<file path="src/hdl/mpq_pkg.sv">
// Package for the min priority queue: payload structs, cell record and codes.
// Used by every module of the block; it depends on nothing.
package mpq_pkg;

  localparam int CAPACITY_DEF = 64;
  localparam int KEY_W        = 32;
  localparam int COUNT_W      = 7;

  localparam logic OP_INSERT = 1'b0;
  localparam logic OP_REMOVE = 1'b1;

  localparam logic [1:0] ST_OK    = 2'd0;
  localparam logic [1:0] ST_FULL  = 2'd1;
  localparam logic [1:0] ST_EMPTY = 2'd2;

  typedef struct packed {
    logic                    op;
    logic signed [KEY_W-1:0] key;
  } in_t;

  typedef struct packed {
    logic signed [KEY_W-1:0] removed_key;
    logic signed [KEY_W-1:0] min_key;
    logic [COUNT_W-1:0]      count;
    logic                    is_empty;
    logic [1:0]              status;
  } out_t;

  typedef struct packed {
    logic                    valid;
    logic signed [KEY_W-1:0] key;
  } cell_t;

  typedef struct packed {
    logic                    ins;
    logic                    rem;
    logic signed [KEY_W-1:0] key;
  } cmd_t;

endpackage

</file>
<file path="src/hdl/mpq_cell.sv">
// One cell of the sorted chain: holds one key and its valid bit.
// Depends on mpq_pkg; the chain is built in min_priority_queue_unit.
module mpq_cell (
  input  logic          clk,
  input  logic          rst_n,
  input  mpq_pkg::cmd_t cmd,
  input  mpq_pkg::cell_t left_q,
  input  logic          left_gt,
  input  mpq_pkg::cell_t right_q,
  output mpq_pkg::cell_t cell_q,
  output logic          gt
);
  import mpq_pkg::*;

  cell_t cell_r;
  cell_t cell_nxt;

  assign gt = !cell_r.valid || (cmd.key < cell_r.key);

  always_comb begin
    cell_nxt = cell_r;
    if (cmd.ins) begin
      if (gt) begin
        if (left_gt) begin
          cell_nxt = left_q;
        end else begin
          cell_nxt.valid = 1'b1;
          cell_nxt.key   = cmd.key;
        end
      end
    end else if (cmd.rem) begin
      cell_nxt = right_q;
    end
  end

  always_ff @(posedge clk) begin
    if (!rst_n) begin
      cell_r.valid <= 1'b0;
    end else begin
      cell_r.valid <= cell_nxt.valid;
    end
  end

  always_ff @(posedge clk) begin
    cell_r.key <= cell_nxt.key;
  end

  assign cell_q = cell_r;

endmodule

</file>
<file path="config.mk">
export PLATFORM = sky130hd
export DESIGN_NAME = mpq_cell
export DESIGN_NICKNAME = d
export VERILOG_FILES = /design/src/hdl/mpq_pkg.sv /design/src/hdl/mpq_cell.sv
export SDC_FILE = /design/constraint.sdc
export NUM_CORES = 1
export LEC_CHECK = 0
export BUFFER_PORTS_ARGS = -buffer_cell sky130_fd_sc_hd__buf_4
export CAP_MARGIN = 20
export CORE_MARGIN = 5
export CORE_UTILIZATION = 46
export CTS_BUF_LIST = sky130_fd_sc_hd__clkbuf_16
export DETAILED_ROUTE_END_ITERATION = 10
export GPL_ROUTABILITY_DRIVEN = 1
export HOLD_SLACK_MARGIN = 0.06
export PLACE_DENSITY = 0.84
export SYNTH_ARGS = -nofsm -noshare
export SYNTH_HDL_FRONTEND = slang
export SYNTH_SLANG_ARGS = --single-unit
export TNS_END_PERCENT = 30
</file>
<file path="constraint.sdc">
create_clock -name clk -period 2.9 [get_ports clk]
set_input_delay 0.145 -clock clk [delete_from_list [all_inputs] [get_ports clk]]
set_output_delay 0.145 -clock clk [all_outputs]
set_load 0.005 [all_outputs]
</file>
==> key figures, run 1 <==
Status
  • Status: completed

Logic synthesis
  • Post-synthesis instance total: 263
  • Syn nets: 397
  • Synth warnings: 0
  • Mapped Area: 2560 um2
  • Number of register bits inferred by synthesis: 33
  • Syn Area/Cell: 9.75 um2
  • Count of flip-flops with a built-in enable after synthesis: 32
  • Primary FF master, synth: sky130_fd_sc_hd__edfxtp_1
  • Yosys cell types: 35
  • Portion of the post-synthesis area used by sequential elements: 38.2%
  • FFs w/ async S/R, synth: 0%

Die
  • Area of the core: 5470 um2
  • Initial cell density of the core: 46.9%
  • Standard-cell row count: 27
  • Top-level port count: 137
  • Width of the chip: 84.7 um
  • Full die area: 7170 um2
  • Die Height: 84.7 um

STA
  • Final setup violation count: 0
  • Clock skew after layout: 5.91 ps
  • Fin crit period: 2580 ps
  • Number of endpoints with negative hold slack in the final report: 0
  • Max Freq: 0.387 GHz
  • RSZ-0062 raised after global routing: no
  • Headroom to the max-slew limit: 60.5%
  • Fin. max-slew vios: 0
  • Actual transition at the worst max-transition pin: 593 ps
  • Final period util: 89.1%

Drt
  • Antenna-violating nets left: 0
  • Total met2 wirelength after detailed routing: 3560 um
  • Number of design-rule violations left by the first detailed-router iteration: 137
  • Post-DR wirelength/cell: 15.4 um
  • Vias: 2440
  • Total length of routed wires: 7220 um
  • Met3 Routed Length: 636 um
  • DRC viols: 0
  • Uppermost signal routing layer after detailed routing: met4
  • Vias/cell: 5.19
  • Number of search-and-repair iterations in the first detailed-routing pass: 4
  • Length of routed wiring on met1: 2940 um

Global route
  • Number of antenna violations at the first check in global routing: 0
  • Overall Global Routing Usage: 19.6%
  • Global-route wire length before repair: 11600 um
  • Number of global-route vias before repair: 2537
  • Global-route congestion overflow total: 0
  • Largest net degree at the start of global routing: 65

CTS
  • Number of levels the H-tree was split into: 2
  • TritonCTS clock tree: done
  • Number of clock sinks seen by CTS: 33
  • Post-CTS setup buffer count: 0
  • CTS clock-pin slew for the worst setup and hold paths: 50 ps
  • Clock latency of the later-clocked register in the worst-skew pair: 270 ps
  • Cell at the root of the clock tree: sky130_fd_sc_hd__clkbuf_16
  • Number of buffers created by CTS: 5
  • Bufs on Longest Clock Path: 2

Layout
  • Commonest non-fill, non-tap cell in the layout: sky130_fd_sc_hd__buf_4
  • Utilization after layout: 69.7%
  • Antenna diode instance count: 0
  • Most used cells in the layout excluding fill and tap cells: sky130_fd_sc_hd__buf_4, sky130_fd_sc_hd__a21oi_1, sky130_fd_sc_hd__nor2_1
  • Layout cell share with drive strength beyond 1: 38.7%
  • Flip-flop count of the largest register, all copies and words added: 33
  • Nets: 531
  • Synth-to-Final Area Change: 48.7%

Power and ir drop
  • Flop pwr share: 38.1%
  • Worst vdd ir: 0.000261 V
  • Combinational share of power: 32.3%
  • Net switching power: 0.000454 W
  • Switching portion of total power: 27.5%
  • Post-route total power: 0.00165 W
  • Power Dens Cells: 432 nW/um2
  • Static power due to leakage: 1.93 nW
  • Internal cell power: 0.00119 W
  • Part of the total power dissipated in the clock network: 29.7%

Placed design
  • Final weighted congestion of routability-driven global placement: 0.865
  • IO buf count: 136
  • DPL Wire Length: 5790 um

Hold path
  • Worst hold path stage count: 3
  • Origin of the worst min-delay path: right_q[12]
  • Worst min-delay path class: in2reg
  • Hold-critical path endpoint: cell_q[12]$_DFFE_PP_

Setup path
  • Largest stage delay on the critical path: 560 ps
  • Crit path required time: 2900 ps
  • Number of buffers and inverters on the critical path: 1
  • Crit path max-delay family: compound AO/OA/AOI/OAI gates
  • Critical path's slowest cell: sky130_fd_sc_hd__or4_1
  • Kind of start point of the critical path: flip-flop
  • Critical path class: reg2reg
  • Sort of element at the end of the critical path: flip-flop
  • Maximum fanout along the worst path: 16
  • Crit. path cell count: 8
  • Ordered cell list for the critical path: inv_1, ha_1, a21oi_1, o21bai_1, a2111oi_4, a211oi_2, or4_1, o221a_4
  • First element of the critical path: cell_q[13]$_DFFE_PP_
  • Launch point of the worst reg-to-reg path: cell_q[13]$_DFFE_PP_
  • Flop-to-flop setup slack: 320 ps
  • Worst endpoint data arrival time: 2580 ps
  • Worst-case reg-to-reg path depth: 8
  • End of the worst register-to-register path: cell_q[7]$_DFFE_PP_

Job
  • Maxcap violations: 0
==> area by class of cell <==
cell class | count | area [um2]
fill | 438 | 1660
multi-input combinational | 188 | 1460
timing repair buffer | 138 | 1040
sequential | 33 | 981
clock buffer | 5 | 125
inverter | 31 | 116
tap | 72 | 90.1
clock inverter | 3 | 11.3
==> worst reg2reg max path: cells and delay by family, from the launching register on <==
kind	cells	cell delay [ps]
fa+ha+maj	1	230
simple gates	1	560
compound gates	5	1040
buf+inv	1	70
flops	1	400
==> logic make-up after synthesis <==
| kind of cell | Yosys count | share of synthesized area, % |
|---|---|---|
| AOI/OAI and AO/OA | 65 | 17.1 |
| muxes | 33 | 12.9 |
| and+or+nand+nor | 58 | 10.3 |
| buffers and inverters | 43 | 6.34 |
| DFF | 33 | 38.2 |
| adders and majority gates | 31 | 15.1 |
==> cell usage after synthesis, types with 2 or more instances <==
cell type | count | area (um2)
sky130_fd_sc_hd__mux2i_1 | 32 | 320
sky130_fd_sc_hd__nor3_1 | 2 | 10.0
sky130_fd_sc_hd__buf_1 | 3 | 11.3
sky130_fd_sc_hd__nand4_1 | 4 | 25.0
sky130_fd_sc_hd__clkbuf_1 | 8 | 30.0
sky130_fd_sc_hd__ha_1 | 31 | 388
sky130_fd_sc_hd__a2111oi_4 | 2 | 55.1
sky130_fd_sc_hd__o21ai_0 | 5 | 25.0
sky130_fd_sc_hd__and4_1 | 2 | 17.5
sky130_fd_sc_hd__edfxtp_1 | 32 | 961
sky130_fd_sc_hd__nand2_1 | 10 | 37.5
sky130_fd_sc_hd__or4_1 | 2 | 15.0
sky130_fd_sc_hd__a21o_1 | 4 | 30.0
sky130_fd_sc_hd__inv_1 | 31 | 116
sky130_fd_sc_hd__nor2_1 | 34 | 128
sky130_fd_sc_hd__o21a_1 | 2 | 15.0
sky130_fd_sc_hd__a21oi_1 | 41 | 205
==> per-layer routing <==
metal	global-route usage, %	up-vias
met3	7.36	8
met1	21.9	1098
met5	0	-
met4	4.03	0
met2	35.7	100
li1	-	1234
==> how the worst max path moves through the flow <==
stage	end	slack, ps
2_1_floorplan	cell_q[0]$_DFFE_PP_	340
3_5_place_dp	cell_q[9]$_DFFE_PP_	-140
5_1_grt	cell_q[4]$_DFFE_PP_	80
6_report	cell_q[7]$_DFFE_PP_	320
3_3_place_gp	cell_q[9]$_DFFE_PP_	30
4_1_cts	cell_q[9]$_DFFE_PP_	70
==> per-stage QoR <==
| stage | setup WS (ps) | cells | hold slack, ps | cell area [um2] | TNS (ps) |
|---|---|---|---|---|---|
| after floorplan | 338 | 263 | 332 | 2560 | 0 |
| after global placement | 34.8 | 461 | 464 | 3640 | 0 |
| after detailed placement | -144 | 461 | 463 | 3640 | -4540 |
| after CTS | 71.9 | 469 | 189 | 3790 | 0 |
| after global routing | 84.4 | 470 | 195 | 3810 | 0 |
| final | 316 | 470 | 188 | 3810 | 0 |
==> what timing repair did <==
action                                 in CTS  in global routing
hold buffers                                0                  0
pin swaps                                   0                  0
endpoints found under the hold margin       0                  0
resized for setup                           1                  2
cloned                                      0                  1
setup endpoints to repair                  32                 32
==> power by group through the flow <==
stage                     clock network, W  logic [W]  registers [W]
final                             0.000489   0.000532       0.000628
after global routing              0.000526   0.000594       0.000634
after detailed placement                 0   0.000527       0.000639
after global placement                   0   0.000508       0.000634
after CTS                         0.000499   0.000532       0.000628
after floorplan                          0   0.000255       0.000639
Note: power is estimated with default switching activity, not from simulation.
==> inputs of run 2 (changes only) <==
- RECOVER_POWER: unset -> 50
==> key figures, run 2 (synthesis gave the netlist of run 1 again) <==
Status
  • Status: completed

Job
  • Maxcap violations: 0 (unchanged)

STA
  • Fin. max-slew vios: 0 (unchanged)
  • Number of endpoints with negative hold slack in the final report: 0 (unchanged)
  • Post-route worst setup slack: 316 ps (-0.117 ps)
  • RSZ-0062 raised after global routing: no
  • Final setup violation count: 0 (unchanged)
  • Actual transition at the worst max-transition pin: 1160 ps (+564 ps)
  • Clock skew after layout: 6.24 ps (+0.330 ps)
  • Final period util: 89.1% (about the same)
  • Max Freq: 0.387 GHz (about the same)
  • Headroom to the max-slew limit: 22.8% (-38 points)
  • Fin crit period: 2580 ps (+0.117 ps)
  • Post-route setup TNS: 0 ps (unchanged)

CTS
  • Bufs on Longest Clock Path: 2 (unchanged)
  • Number of buffers created by CTS: 5 (unchanged)
  • CTS clock-pin slew for the worst setup and hold paths: 60 ps (about the same)
  • Clock latency of the later-clocked register in the worst-skew pair: 270 ps (about the same)
  • Post-CTS setup buffer count: 0 (unchanged)
  • Number of levels the H-tree was split into: 2 (unchanged)
  • Cell at the root of the clock tree: sky130_fd_sc_hd__clkbuf_16
  • Number of clock sinks seen by CTS: 33 (unchanged)
  • TritonCTS clock tree: done

Global route
  • Overall Global Routing Usage: 19.6% (unchanged)
  • Number of antenna violations at the first check in global routing: 0 (unchanged)
  • Global-route congestion overflow total: 0 (unchanged)
  • Largest net degree at the start of global routing: 65 (unchanged)
  • Global-route wire length before repair: 11600 um (unchanged)
  • Number of global-route vias before repair: 2537 (unchanged)

Power and ir drop
  • Static power due to leakage: 1.87 nW (-2.8%)
  • Worst vdd ir: 0.000248 V (-5.0%)
  • Power Dens Cells: 433 nW/um2 (+0.24%)

Setup path
  • End of the worst register-to-register path: cell_q[7]$_DFFE_PP_
  • Critical path class: reg2reg
  • Worst-case reg-to-reg path depth: 8 (unchanged)
  • Ordered cell list for the critical path: inv_1, ha_1, a21oi_1, o21bai_1, a2111oi_4, a211oi_2, or4_1, o221a_4
  • Flop-to-flop setup slack: 320 ps (about the same)
  • Crit path required time: 2900 ps (about the same)
  • Largest stage delay on the critical path: 560 ps (about the same)
  • First element of the critical path: cell_q[13]$_DFFE_PP_
  • Worst endpoint data arrival time: 2580 ps (about the same)
  • Kind of start point of the critical path: flip-flop
  • Launch point of the worst reg-to-reg path: cell_q[13]$_DFFE_PP_
  • Critical path's slowest cell: sky130_fd_sc_hd__or4_1
  • Sort of element at the end of the critical path: flip-flop
  • Maximum fanout along the worst path: 16 (unchanged)

Layout
  • Flip-flop count of the largest register, all copies and words added: 33 (unchanged)
  • Synth-to-Final Area Change: 46.6%
  • # fillers: 454 (+3.7%)
  • Most used cells in the layout excluding fill and tap cells: sky130_fd_sc_hd__buf_4, sky130_fd_sc_hd__a21oi_1, sky130_fd_sc_hd__nor2_1
  • Antenna diode instance count: 0 (unchanged)
  • Commonest non-fill, non-tap cell in the layout: sky130_fd_sc_hd__buf_4
  • Nets: 531 (unchanged)
  • Layout cell share with drive strength beyond 1: 35.2% (-3.5 points)

Hold path
  • Worst hold path stage count: 3 (unchanged)
  • Origin of the worst min-delay path: right_q[12]
  • Worst min-delay path class: in2reg
  • Hold-critical path endpoint: cell_q[12]$_DFFE_PP_

Placed design
  • Pre-CTS setup slack: -144 ps (unchanged)
  • Final weighted congestion of routability-driven global placement: 0.865 (unchanged)
  • DPL Wire Length: 5790 um (unchanged)
  • IO buf count: 136 (unchanged)

Drt
  • Vias/cell: 5.19 (about the same)
  • Total length of routed wires: 7220 um (about the same)
  • Antenna-violating nets left: 0 (unchanged)
  • Post-DR wirelength/cell: 15.4 um (about the same)
  • Vias: 2439 (-0.041%)
  • DRC viols: 0 (unchanged)
  • Number of search-and-repair iterations in the first detailed-routing pass: 4 (unchanged)
  • Number of design-rule violations left by the first detailed-router iteration: 134 (-2.2%)

Die
  • Area of the core: 5470 um2 (unchanged)
  • Initial cell density of the core: 46.9% (unchanged)
  • Standard-cell row count: 27 (unchanged)
  • Width of the chip: 84.7 um (unchanged)
  • Full die area: 7170 um2 (unchanged)
  • Top-level port count: 137 (unchanged)
  • Die Height: 84.7 um (unchanged)
run 2: cell types whose count changed in the layout (fill, tap and decap cells not counted), sizes merged:
cell / change
clkbuf: +33
buf: -33
run 2: metrics by stage:
stage / total power (W) / util (%) / cells / hold slack (ps) / cell area (um2)
global route: 0.00174 / 68.7 / 470 / 195 / 3760
global placement: 0.00114 / 66.6 / 461 / 464 / 3640
finish: 0.00163 / 68.7 / 470 / 189 / 3760
floorplan: 0.000893 / - / 263 / 332 / 2560
CTS: 0.00166 / 69.3 / 469 / 189 / 3790
detailed placement: 0.00117 / 66.6 / 461 / 463 / 3640
run 2: power by group:
part           total (W)  internal, W  switching [W]
Sequential      0.000626     0.000597      0.0000296
Combinational   0.000513     0.000270       0.000243
Clock           0.000489     0.000308       0.000181
run 2: worst max-delay path by stage:
stage / to / depth (start not counted)
after floorplan: cell_q[0]$_DFFE_PP_ / 8
after global placement: cell_q[9]$_DFFE_PP_ / 8
after detailed placement: cell_q[9]$_DFFE_PP_ / 8
after CTS: cell_q[9]$_DFFE_PP_ / 8
after global routing: cell_q[4]$_DFFE_PP_ / 8
final: cell_q[7]$_DFFE_PP_ / 8
run 2: final cells by class:
class | instances | area, um2 | share of cell area (%)
Clock buffer | 5 | 125 | 3.33
Clock inverter | 3 | 11.3 | 0.300
Inverter | 31 | 116 | 3.09
Multi-Input combinational cell | 188 | 1460 | 38.7
Sequential cell | 33 | 981 | 26.1
Tap cell | 72 | 90.1 | 2.40
Timing Repair Buffer | 138 | 981 | 26.1
run 2: timing repair:
| action | in CTS | in global routing |
|---|---|---|
| hold buffers | 0 | 0 |
| hold endpoints to repair | 0 | 0 |
| pin swaps | 0 | 0 |
| gates cloned | 0 | 1 |
| endpoints found under the setup margin | 32 | 32 |
| resized for setup | 1 | 2 |
run 2: critical path, delay by kind of cell, from the launching register on:
| family | cells | cell delay [ps] |
|---|---|---|
| AOI/OAI and AO/OA | 5 | 1040 |
| adders and majority gates | 1 | 230 |
| buffers and inverters | 1 | 70 |
| DFF | 1 | 390 |
| and+or+nand+nor | 1 | 560 |
run 2: metal layers:
metal  share of wire [%]  up-vias  track usage (%)
li1                    -     1234                -
met1                  41     1104             21.9
met2                  49       93             35.7
met3                 8.6        8             7.36
met4                 1.1        0             4.03
met5                   0        -                0
==> inputs of run 3 (changes only) <==
- ABC_AREA: unset -> 1
- CORE_UTILIZATION: 46 -> 41
- PLACE_DENSITY: 0.84 -> 0.79
- REMOVE_ABC_BUFFERS: unset -> 1
- clock period: 2.9 -> 2.12 ns (I/O delays scaled with it)
==> key figures, run 3 <==
Status
  • Status: finished, violations left
  • Violated checks: setup timing

Global route
  • Overall Global Routing Usage: 19.6% (-0.041 points)
  • Number of antenna violations at the first check in global routing: 0 (unchanged)
  • Global-route wire length before repair: 12200 um (+5.1%)
  • Largest net degree at the start of global routing: 37 (-43%)
  • Global-route congestion overflow total: 0 (unchanged)
  • Number of global-route vias before repair: 2789 (+9.9%)

Logic synthesis
  • Share of Yosys cell area claimed by the top area cell type: 38.2% (+0.75 points)
  • Count of flip-flops with a built-in enable after synthesis: 32 (unchanged)
  • Yosys cell types: 24 (-31%)
  • FFs w/ async S/R, synth: 0% (unchanged)
  • Number of register bits inferred by synthesis: 33 (unchanged)
  • Cell taking the most area after synthesis: sky130_fd_sc_hd__edfxtp_1
  • Portion of the post-synthesis area used by sequential elements: 39.0% (+0.76 points)
  • Mapped Area: 2510 um2 (-2.0%)
  • Most numerous cell types in the synthesized netlist: sky130_fd_sc_hd__nand2_1, sky130_fd_sc_hd__o21ai_0, sky130_fd_sc_hd__inv_1, sky130_fd_sc_hd__nor2_1, sky130_fd_sc_hd__edfxtp_1
  • Syn Area/Cell: 7.71 um2 (-21%)
  • Most common cell in the synthesized netlist: sky130_fd_sc_hd__nand2_1
  • Post-synthesis instance total: 326 (+24%)
  • Primary FF master, synth: sky130_fd_sc_hd__edfxtp_1
  • Top cells by area, synth: sky130_fd_sc_hd__edfxtp_1, sky130_fd_sc_hd__ha_1, sky130_fd_sc_hd__o21ai_0, sky130_fd_sc_hd__nand2_1, sky130_fd_sc_hd__inv_1
  • Synth warnings: 0 (unchanged)

STA
  • Post-route worst setup slack: -45.8 ps (-362 ps)
  • RSZ-0062 raised after global routing: yes
  • Final Hold Slack: 118 ps (-70.8 ps)
  • Fin. max-slew vios: 0 (unchanged)
  • Headroom to the max-slew limit: 64.9% (+42 points)
  • Fin crit period: 2170 ps (-418 ps)
  • Actual transition at the worst max-transition pin: 526 ps (-631 ps)
  • Max Freq: 0.462 GHz (+19%)
  • Final period util: 102% (+13 points)
  • Number of endpoints with negative hold slack in the final report: 0 (unchanged)
  • Clock skew after layout: 4.50 ps (-1.74 ps)
  • Final setup violation count: 32 (+32)

Layout
  • Antenna diode instance count: 0 (unchanged)
  • # fillers: 488 (+7.5%)
  • Layout cell share with drive strength beyond 1: 41.4% (+6.3 points)
  • Commonest non-fill, non-tap cell in the layout: sky130_fd_sc_hd__buf_4
  • Most used cells in the layout excluding fill and tap cells: sky130_fd_sc_hd__buf_4, sky130_fd_sc_hd__o21ai_0, sky130_fd_sc_hd__nand2_1
  • Flip-flop count of the largest register, all copies and words added: 33 (unchanged)
  • Multi-input gate area in the final layout: 1450 um2 (-0.60%)
  • Register area: 981 um2 (unchanged)
  • Nets: 618 (+16%)
  • Design area: 4110 um2 (+9.3%)
  • Synth-to-Final Area Change: 63.4%
  • Utilization after layout: 69.0% (+0.29 points)

Die
  • Top-level port count: 137 (unchanged)
  • Die Height: 88.3 um (+4.3%)
  • Width of the chip: 88.3 um (+4.3%)
  • Initial cell density of the core: 42.2% (-4.6 points)
  • Standard-cell row count: 28 (+3.7%)
  • Full die area: 7800 um2 (+8.8%)
  • Area of the core: 5960 um2 (+8.8%)

Setup path
  • Worst endpoint data arrival time: 2150 ps (-430 ps)
  • End of the worst register-to-register path: cell_q[8]$_DFFE_PP_
  • Sort of element at the end of the critical path: flip-flop
  • Flop-to-flop setup slack: -50 ps (-360 ps)
  • Kind of start point of the critical path: flip-flop
  • First element of the critical path: cell_q[29]$_DFFE_PP_
  • Setup crit end: cell_q[8]$_DFFE_PP_
  • Maximum fanout along the worst path: 7 (-9)
  • Worst-case reg-to-reg path depth: 11 (+3)
  • Crit path required time: 2100 ps (-800 ps)
  • Critical path class: reg2reg
  • Launch point of the worst reg-to-reg path: cell_q[29]$_DFFE_PP_

Placed design
  • IO buf count: 136 (unchanged)
  • Pre-CTS setup slack: -104 ps (+39.2 ps)
  • Post-detailed-placement cell area: 3690 um2 (+1.2%)
  • DPL Wire Length: 5950 um (+2.8%)
  • Final weighted congestion of routability-driven global placement: 0.822 (-4.9%)

Job
  • Maxcap violations: 0 (unchanged)

CTS
  • Number of levels the H-tree was split into: 2 (unchanged)
  • Number of clock sinks seen by CTS: 33 (unchanged)
  • Clock latency of the later-clocked register in the worst-skew pair: 270 ps (about the same)
  • CTS clock-pin slew for the worst setup and hold paths: 50 ps (about the same)
  • Cell at the root of the clock tree: sky130_fd_sc_hd__clkbuf_16
  • Number of buffers created by CTS: 5 (unchanged)
  • Bufs on Longest Clock Path: 2 (unchanged)
  • TritonCTS clock tree: done

Hold path
  • Worst min-delay path class: in2reg

Drt
  • Number of design-rule violations left by the first detailed-router iteration: 81 (-40%)
  • Antenna-violating nets left: 0 (unchanged)
  • Post-DR wirelength/cell: 14.3 um (-6.8%)
  • Total length of routed wires: 8020 um (+11%)
  • Vias: 2765 (+13%)
  • Vias/cell: 4.94 (-4.9%)
  • Number of search-and-repair iterations in the first detailed-routing pass: 4 (unchanged)
  • DRC viols: 0 (unchanged)

Power and ir drop
  • Static power due to leakage: 2.06 nW (+9.7%)
  • Power Dens Cells: 577 nW/um2 (+33%)
  • Worst vdd ir: 0.000471 V (+90%)
  • Post-route total power: 0.00237 W (+46%)
run 3: how the worst min path moves through the flow:
stage	from	slack [ps]	to	cells after the start
floorplan	rst_n	280	cell_q[32]$_SDFFE_PN0P_	4
global placement	rst_n	370	cell_q[32]$_SDFFE_PN0P_	5
detailed placement	right_q[21]	390	cell_q[21]$_DFFE_PP_	3
CTS	right_q[21]	120	cell_q[21]$_DFFE_PP_	3
global route	right_q[21]	130	cell_q[21]$_DFFE_PP_	3
finish	right_q[21]	120	cell_q[21]$_DFFE_PP_	3
run 3: cell families (layout without fill, tap and decap cells):
family                     Yosys count  after routing  synth area share (%)
AOI/OAI and AO/OA                   83             83                  16.7
and+or+nand+nor                    121            121                  20.1
DFF                                 33             33                  39.0
adders and majority gates           31             31                  15.4
buffers and inverters               58            217                  8.81
run 3: layer usage:
layer	vias to the layer above	part of all wire, %	global-route usage, %
li1	1400	-	-
met1	1260	38	21.4
met2	95	53	37.3
met3	10	7.3	5.03
met4	0	1.2	5.22
met5	-	0	0
run 3: area by class of cell:
cell class	instances	area share (%)
clock buffer	5	3.05
clock inverter	3	0.335
inverter	45	4.11
multi-input combinational	235	35.2
sequential	33	23.9
tap	75	2.28
timing repair buffer	164	31.2
run 3: timing repair:
| item | in CTS | in global routing |
|---|---|---|
| cloned | 1 | 1 |
| resized for setup | 9 | 25 |
| endpoints found under the setup margin | 32 | 33 |
| buffers inserted | 2 | 8 |
| pin swaps | 0 | 15 |
| hold buffers | 0 | 0 |
run 3: where the power goes:
group | switching [W] | internal [W] | leakage (nW) | total (W)
Clock | 0.000250 | 0.000426 | 0.0748 | 0.000675
Sequential | 0.0000388 | 0.000816 | 0.335 | 0.000855
Combinational | 0.000384 | 0.000455 | 1.65 | 0.000839
Total | 0.000672 | 0.00170 | 2.06 | 0.00237
run 3: critical path, cell delays in order (launching register included):
cell and delay, ps:
sky130_fd_sc_hd__edfxtp_1 380, sky130_fd_sc_hd__inv_1 70, sky130_fd_sc_hd__ha_1 240, sky130_fd_sc_hd__a21oi_2 150
sky130_fd_sc_hd__nor2_1 60, sky130_fd_sc_hd__nor2_1 140, sky130_fd_sc_hd__nand3_1 100, sky130_fd_sc_hd__a21oi_2 170
sky130_fd_sc_hd__nand3_2 100, sky130_fd_sc_hd__nand4_2 80, sky130_fd_sc_hd__and2_4 220, sky130_fd_sc_hd__buf_6 160
run 3: metrics by stage:
stage / cells / setup TNS [ps]
3_5_place_dp: 539 / -2340
3_3_place_gp: 539 / -446
4_1_cts: 550 / -9.21
2_1_floorplan: 313 / -14740
6_report: 560 / -1240
5_1_grt: 560 / -5450
